==> config.mk <==
export PLATFORM = sky130hd
export DESIGN_NAME = compacting_transaction_table
export DESIGN_NICKNAME = d
export VERILOG_FILES = /design/src/rtl/core/cttbl_pkg.sv /design/src/rtl/core/compacting_transaction_table.sv /design/src/rtl/core/cttbl_cell.sv
export SDC_FILE = /design/constraint.sdc
export NUM_CORES = 2
export LEC_CHECK = 0
export BUFFER_PORTS_ARGS = -buffer_cell sky130_fd_sc_hd__buf_4
export CAP_MARGIN = 20
export CELL_PAD_IN_SITES_DETAIL_PLACEMENT = 0
export CELL_PAD_IN_SITES_GLOBAL_PLACEMENT = 1
export CORE_MARGIN = 5
export CORE_UTILIZATION = 45
export CTS_CLUSTER_DIAMETER = 100
export DETAILED_ROUTE_END_ITERATION = 10
export GPL_ROUTABILITY_DRIVEN = 0
export PLACE_DENSITY_LB_ADDON = 0.1
export SYNTH_ARGS = -nofsm -noshare
export SYNTH_HDL_FRONTEND = slang
export SYNTH_HIERARCHICAL = 1
export SYNTH_SLANG_ARGS = --single-unit
export TNS_END_PERCENT = 30
==> constraint.sdc <==
create_clock -name clk -period 10.3 [get_ports clk]
set_clock_uncertainty 0.2 [all_clocks]
set_input_delay 1.545 -clock clk [delete_from_list [all_inputs] [get_ports clk]]
set_output_delay 1.545 -clock clk [all_outputs]
set_load 0.02 [all_outputs]
==> src/rtl/core/cttbl_pkg.sv <==
`timescale 1ns / 1ps

package cttbl_pkg;

  // Operation codes carried by the func field
  typedef enum logic [2:0] {
    FN_INSERT     = 3'd0,
    FN_FIND_ID    = 3'd1,
    FN_FIND_OWNER = 3'd2,
    FN_REMOVE     = 3'd3,
    FN_HEAD       = 3'd4
  } func_t;

  // Result status codes
  typedef enum logic [1:0] {
    ST_OK   = 2'd0,
    ST_NONE = 2'd1,
    ST_FULL = 2'd2
  } status_t;

  // Sequencer states
  typedef enum logic {
    SEQ_IDLE = 1'b0,
    SEQ_BUSY = 1'b1
  } seq_state_t;

  // One table entry, also used as the search key
  typedef struct packed {
    logic [31:0] trans_id;
    logic [15:0] owner_tag;
  } entry_t;

  // Search and update controls shared by every cell
  typedef struct packed {
    logic search_en;  // compare this cycle
    logic by_id;      // compare transaction ids, else owner tags
    logic shift;      // pull down from the upper neighbor at and above the first hit
  } cell_ctl_t;

endpackage

==> src/rtl/core/compacting_transaction_table.sv <==
`timescale 1ns / 1ps

// Ordered, compacting table of active transactions.
// Input channel (in_valid / in_stall): one item carries func, trans_id and
// owner_tag. Insert appends at the active count, find by id or owner returns
// the first match in slot order, remove by owner deletes the first match and
// the later entries move down one slot, head returns slot 0.
// Result channel (out_valid / out_stall): exactly one result per item with
// status, slot, the entry concerned, the active count and an empty flag.
// Sequencing: an accepted item is held in func_r and key_r while the block is busy;
// the busy state does the parallel compare in the row of cells, the first-hit
// encode and the shift, and registers the result. No new item is taken while busy.
// A finished result waits in the output register; the next item is accepted
// meanwhile, and its update waits (in_stall high) while out_stall holds the
// earlier result.
// Reset clears the active count, sets table_size to 16 and drops any result.
// table_size is written over the APB port at any address with paddr[2] low; a write
// clamps the active count down to the new usable size.
module compacting_transaction_table
  import cttbl_pkg::*;
#(
  parameter int MAX_SLOTS = 16
) (
  input  logic        clk,
  input  logic        rst_n,
  input  logic        in_valid,
  output logic        in_stall,
  input  logic [2:0]  in_func,
  input  logic [31:0] in_trans_id,
  input  logic [15:0] in_owner_tag,
  output logic        out_valid,
  input  logic        out_stall,
  output logic [1:0]  out_status,
  output logic [3:0]  out_slot,
  output logic [31:0] out_found_trans_id,
  output logic [15:0] out_found_owner,
  output logic [4:0]  out_active_count,
  output logic        out_empty_res,
  input  logic        psel,
  input  logic        penable,
  input  logic        pwrite,
  input  logic [2:0]  paddr,
  input  logic [31:0] pwdata,
  output logic [31:0] prdata,
  output logic        pready
);

  localparam int CNT_W   = $clog2(MAX_SLOTS + 1);
  localparam int IDX_W   = (MAX_SLOTS > 1) ? $clog2(MAX_SLOTS) : 1;
  localparam int CMP_W   = (CNT_W > 5) ? CNT_W : 5;
  localparam int SLOT_XW = (CNT_W > 4) ? CNT_W : 4;

  seq_state_t         state_r, state_nxt;
  logic [CNT_W-1:0]   count_r, count_nxt;
  logic [4:0]         table_size_r;
  logic [2:0]         func_r;
  entry_t             key_r;

  logic               out_valid_r, out_valid_nxt;
  status_t            status_r, status_nxt;
  logic [3:0]         slot_r, slot_nxt;
  entry_t             found_r, found_nxt;
  logic [4:0]         act_r, act_nxt;
  logic               empty_r, empty_nxt;

  logic               accept;
  logic               commit;
  logic               cfg_wr;
  logic [CNT_W-1:0]   usable_cur;
  logic [CNT_W-1:0]   usable_new;
  cell_ctl_t          ctl;
  logic [MAX_SLOTS-1:0] live;
  logic [MAX_SLOTS-1:0] load;
  logic [MAX_SLOTS-1:0] first;
  logic [MAX_SLOTS:0]   hit;
  entry_t             cell_entry [MAX_SLOTS];
  entry_t             hit_entry;
  logic [IDX_W-1:0]   hit_idx;
  logic               ins_ok;
  logic [SLOT_XW-1:0] cnt_slot_x;
  logic [SLOT_XW-1:0] idx_slot_x;
  logic [CMP_W-1:0]   cnt_act_x;

  // Saturate a table_size value to 1..MAX_SLOTS
  function automatic logic [CNT_W-1:0] usable_of(input logic [4:0] sz);
    logic [CMP_W-1:0] szx;
    logic [CMP_W-1:0] res;
    szx = CMP_W'(sz);
    if (szx == '0) begin
      res = CMP_W'(1);
    end else if (szx > CMP_W'(MAX_SLOTS)) begin
      res = CMP_W'(MAX_SLOTS);
    end else begin
      res = szx;
    end
    return res[CNT_W-1:0];
  endfunction

  assign usable_cur = usable_of(table_size_r);
  assign usable_new = usable_of(pwdata[4:0]);

  // Configuration port
  assign pready = 1'b1;
  assign cfg_wr = psel && penable && pwrite && (paddr[2] == 1'b0);
  assign prdata = (paddr[2] == 1'b0) ? {27'd0, table_size_r} : 32'd0;

  // Handshake
  assign in_stall = (state_r == SEQ_BUSY);
  assign accept   = in_valid && !in_stall;

  // Commit the update unless the previous result is still stalled
  always_comb begin
    commit = (state_r == SEQ_BUSY) && !(out_valid_r && out_stall);
    ctl    = '0;
    if (state_r == SEQ_BUSY) begin
      ctl.by_id     = (func_r == FN_FIND_ID);
      ctl.search_en = (func_r == FN_FIND_ID) || (func_r == FN_FIND_OWNER) ||
                      (func_r == FN_REMOVE);
      ctl.shift     = commit && (func_r == FN_REMOVE);
    end
  end

  // Row of cells with the first-hit flag rippling upward
  assign hit[0] = 1'b0;
  for (genvar g = 0; g < MAX_SLOTS; g++) begin : g_cell
    entry_t upper;
    if (g == MAX_SLOTS - 1) begin : g_top
      assign upper = cell_entry[g];
    end else begin : g_mid
      assign upper = cell_entry[g+1];
    end
    assign live[g] = (CNT_W'(g) < count_r);
    assign load[g] = commit && (func_r == FN_INSERT) && ins_ok && (CNT_W'(g) == count_r);

    cttbl_cell u_cell (
      .clk         (clk),
      .ctl         (ctl),
      .key         (key_r),
      .live        (live[g]),
      .load        (load[g]),
      .upper_entry (upper),
      .hit_in      (hit[g]),
      .entry       (cell_entry[g]),
      .hit_out     (hit[g+1]),
      .first       (first[g])
    );
  end

  // Encode the first hit and select its entry
  always_comb begin
    hit_idx   = '0;
    hit_entry = '0;
    for (int i = 0; i < MAX_SLOTS; i++) begin
      if (first[i]) begin
        hit_idx   = hit_idx | IDX_W'(i);
        hit_entry = hit_entry | cell_entry[i];
      end
    end
  end

  assign ins_ok     = (count_r < usable_cur);
  assign cnt_slot_x = SLOT_XW'(count_r);
  assign idx_slot_x = SLOT_XW'(hit_idx);

  // Sequencer: next state and the result
  always_comb begin
    state_nxt     = state_r;
    count_nxt     = count_r;
    status_nxt    = ST_NONE;
    slot_nxt      = '0;
    found_nxt     = '0;
    out_valid_nxt = out_valid_r && out_stall;

    unique case (state_r)
      SEQ_IDLE: begin
        if (accept) begin
          state_nxt = SEQ_BUSY;
        end
      end
      SEQ_BUSY: begin
        // hold the update while the previous result is still stalled
        if (commit) begin
          state_nxt     = SEQ_IDLE;
          out_valid_nxt = 1'b1;
        end
        unique case (func_r)
          FN_INSERT: begin
            if (ins_ok) begin
              status_nxt = ST_OK;
              slot_nxt   = cnt_slot_x[3:0];
              found_nxt  = key_r;
              count_nxt  = count_r + CNT_W'(1);
            end else begin
              status_nxt = ST_FULL;
            end
          end
          FN_FIND_ID, FN_FIND_OWNER: begin
            if (hit[MAX_SLOTS]) begin
              status_nxt = ST_OK;
              slot_nxt   = idx_slot_x[3:0];
              found_nxt  = hit_entry;
            end
          end
          FN_REMOVE: begin
            if (hit[MAX_SLOTS]) begin
              status_nxt = ST_OK;
              slot_nxt   = idx_slot_x[3:0];
              found_nxt  = hit_entry;
              count_nxt  = count_r - CNT_W'(1);
            end
          end
          FN_HEAD: begin
            if (count_r != '0) begin
              status_nxt = ST_OK;
              found_nxt  = cell_entry[0];
            end
          end
          default: begin
            status_nxt = ST_NONE;
          end
        endcase
        if (!commit) begin
          count_nxt = count_r;
        end
      end
      default: begin
        state_nxt = SEQ_IDLE;
      end
    endcase
  end

  assign cnt_act_x = CMP_W'(count_nxt);
  assign act_nxt   = cnt_act_x[4:0];
  assign empty_nxt = (count_nxt == '0);

  // Control state
  always_ff @(posedge clk) begin
    if (!rst_n) begin
      state_r      <= SEQ_IDLE;
      count_r      <= '0;
      table_size_r <= 5'd16;
      out_valid_r  <= 1'b0;
    end else begin
      state_r     <= state_nxt;
      out_valid_r <= out_valid_nxt;
      if (cfg_wr) begin
        table_size_r <= pwdata[4:0];
        if (count_r > usable_new) begin
          count_r <= usable_new;
        end
      end else begin
        count_r <= count_nxt;
      end
    end
  end

  // Capture the item and the result payload
  always_ff @(posedge clk) begin
    if (accept) begin
      func_r          <= in_func;
      key_r.trans_id  <= in_trans_id;
      key_r.owner_tag <= in_owner_tag;
    end
    if (commit) begin
      status_r <= status_nxt;
      slot_r   <= slot_nxt;
      found_r  <= found_nxt;
      act_r    <= act_nxt;
      empty_r  <= empty_nxt;
    end
  end

  assign out_valid          = out_valid_r;
  assign out_status         = status_r;
  assign out_slot           = slot_r;
  assign out_found_trans_id = found_r.trans_id;
  assign out_found_owner    = found_r.owner_tag;
  assign out_active_count   = act_r;
  assign out_empty_res      = empty_r;

endmodule

==> src/rtl/core/cttbl_cell.sv <==
`timescale 1ns / 1ps

module cttbl_cell
  import cttbl_pkg::*;
(
  input  logic      clk,
  input  cell_ctl_t ctl,
  input  entry_t    key,
  input  logic      live,
  input  logic      load,
  input  entry_t    upper_entry,
  input  logic      hit_in,
  output entry_t    entry,
  output logic      hit_out,
  output logic      first
);

  entry_t entry_r;
  logic   match;

  // Compare the held entry against the key
  always_comb begin
    if (ctl.by_id) begin
      match = ctl.search_en && live && (entry_r.trans_id == key.trans_id);
    end else begin
      match = ctl.search_en && live && (entry_r.owner_tag == key.owner_tag);
    end
  end

  // Pass the any-earlier-hit flag up the row
  assign hit_out = hit_in | match;
  assign first   = match & ~hit_in;
  assign entry   = entry_r;

  // Load a new item, or close the gap left by a removal
  always_ff @(posedge clk) begin
    if (load) begin
      entry_r <= key;
    end else if (ctl.shift && (hit_in || match)) begin
      entry_r <= upper_entry;
    end
  end

endmodule

==> metrics.txt <==
max cap viols=0; Final Hold Vio Count=0; main flop type after synthesis=edfxtp_1; final max-slew violation count=0; Starting Density=0.4537; Mean Syn Cell Area=13.60 sq um; final instance area=57,690 sq um; #FFs+latches synth=891; first-pass GRT wire length=275,900 microns; CTS tree=built; Die H=347 microns; DRT Pass-1 Iters=9; share of post-route cells with drive strength above 1=0.3144; Clock Path Buffers=3; site row count=123; CP Data Arrival Time=9.99 ns; Routed wire per std cell=36.05 microns; power consumption=8.237 mW; placed inst area=54,410 sq um; synthesized cell area=51,110 sq um; DRC=0; number of port buffers=130; Worst Tran Pin Value=1.172 ns; Routed WL=199,200 microns; gr usage total=0.3171; Max Clock Freq=0.1022 GHz; vias in the first global route=36,200; CP Capture Type=flop; Ys Warns=6; period utilization=0.9500; routed vias=36,730; H-Tree Depth=3; post-CTS setup buffer count=0; largest net degree at the start of global routing=62; DIE AREA=120,400 sq um; Setup violations, final=0; commonest cells after routing, fill and taps aside=edfxtp_1, mux2_2, xnor2_1, buf_4, xor2_1; Peak VDD IR=0.1478 mV; Clk Latency, worst-skew pair=0.72 ns; Post-CTS Hold Fix Bufs=0; Seq/Total Area, Yosys=0.5212; cts repair resizes=0; setup ws final=0.5154 ns; Syn-to-layout area delta=12.89%; Critical Path Source Type=flop; CP Max Fanout=51; Post-synth ARST share=0; number of DRC markers in iteration 0=5,000; CTS buffer count=105; Core Region=112,700 sq um; Syn Inst Count=3,757; Crit path required time=10.51 ns; Post-synth EDFFs=879; clk sinks=891; Slew headroom=0.2117; Fill cells=9,783; initial antenna violation count=5; Lkg Pwr=18.23 nW; Die W=347 microns; outcome=complete, no violations; DP Wirelength=130,700 microns; clock root cell=clkbuf_16; Worst Hold Class=reg2reg; pre-CTS WS=1.020 ns; grt total ovfl=0; Worst-path clk slew=0.06 ns; worst setup path class=reg2reg; unrepaired setup endpoints after global routing=no; register area=26,640 sq um; vias per cell=6.648; distinct cell type count after synthesis=58; area of the multi-input gates=23,850 sq um; Top-Level Pins=188; crit path time final=9.785 ns; fin nets=4,043; Antenna Nets Post-Route=0; PD cells=142.8 nW/um^2; final hold slack=0.3184 ns; most common cell after layout, fill and taps aside=edfxtp_1; setup tns final=0 ns
[Yosys cell counts (all sizes together) (6+ instances only)]
cell type    n  share of area
nand3       21         0.0036
edfxtp     879           0.52
nand2       44         0.0033
inv         11        0.00081
a221oi     168          0.029
buf        124          0.013
a22o       168          0.029
nor2b       10         0.0012
a21boi      20         0.0029
ha          15         0.0037
clkbuf     103         0.0076
mux2i        6         0.0012
xor2       256          0.044
a22oi       35         0.0051
and3        14         0.0017
and2         9         0.0011
o21bai      21         0.0031
a21oi       26         0.0025
nor2        68         0.0050
mux2       768           0.17
a222oi      56          0.011
a41o        16         0.0031
o21ai       28         0.0027
nand4      194          0.024
nor4       109          0.013
xnor2      513          0.088
dfxtp       12         0.0047
nor3        27         0.0042
[flip-flops by register name (all words and copies together) (netlist names)]
| signal | count |
|---|---|
| out_empty_res | 1 |
| g_cell.u_cell/entry | 768 |
| out_slot | 4 |
| in_stall | 1 |
| out_found_owner | 16 |
| out_found_trans_id | 32 |
| out_valid | 1 |
| out_status | 2 |
| key_r | 48 |
| out_active_count | 5 |
| table_size_r | 5 |
| cnt_slot_x | 5 |
| func_r | 3 |
[stage by stage]
stage | instances | util
after global routing | 5524 | 0.5121
final | 5525 | 0.5121
after detailed placement | 5325 | 0.4830
after CTS | 5521 | 0.5120
after global placement | 5324 | 0.4829
after floorplan | 3786 | -
[final timing paths]
kind,from,end,slack [ns],depth (start not counted)
hold reg to reg,table_size_r[2]$_SDFFE_PN0P_,table_size_r[2]$_SDFFE_PN0P_,0.32,2
setup reg to reg,key_r[32]$_DFFE_PP_,out_found_owner[3]$_SDFFCE_PN0P_,0.52,23
setup / recovery,key_r[32]$_DFFE_PP_,out_found_owner[3]$_SDFFCE_PN0P_,0.52,23
hold / removal,table_size_r[2]$_SDFFE_PN0P_,table_size_r[2]$_SDFFE_PN0P_,0.32,2
[cells by family after synthesis]
logic type                 Yosys count  synth area share
and+or+nand+nor                    507           0.05881
DFF                                891            0.5212
xor gates and xnor gates           769            0.1318
other                                2         0.0001469
AOI/OAI and AO/OA                  561           0.09232
muxes                              774            0.1704
buffers and inverters              238           0.02169
adders and majority gates           15          0.003672
[area by class of cell]
class / instances / share of cell area
clock buffer: 133 / 0.04897
tap: 1500 / 0.03253
timing repair buffer: 269 / 0.03505
multi-input combinational: 2657 / 0.4134
sequential: 891 / 0.4617
inverter: 11 / 0.0007157
antenna: 1 / 0.00004337
clock inverter: 63 / 0.007655
[power by group]
part / internal (mW) / switching (mW) / leakage (nW)
clock: 2.03 / 1.59 / 1.59
sequential: 3.99 / 0.0679 / 8.08
combinational: 0.197 / 0.361 / 8.55
[worst max-delay path: stages, from the launching register on]
cell      delay (ns)
edfxtp_1        0.88
xnor2_1         0.19
nand4_1         0.21
nor4_1          0.98
a21boi_1        0.47
o21bai_1        0.43
o21bai_1        0.27
o21bai_1        0.26
o21bai_1        0.29
o21bai_1        0.29
o21bai_1        0.28
o21bai_1        0.28
o21bai_1        0.27
o21bai_1        0.26
o21bai_1        0.28
o21bai_1        0.28
o21bai_1        0.26
o21bai_1        0.28
o21bai_1        0.28
o21bai_1        0.44
nor3b_2         0.32
buf_4           0.84
a222oi_1        0.26
nor2_1          0.62
[routing by layer]
metal / vias up / global-route usage / share of wire
met5: - / 0 / 0
met4: 0 / 0.1160 / 0.039
met3: 421 / 0.08545 / 0.11
met2: 2301 / 0.4905 / 0.45
met1: 18760 / 0.4307 / 0.40
li1: 15250 / - / -
(Power assumes the default switching activity.)
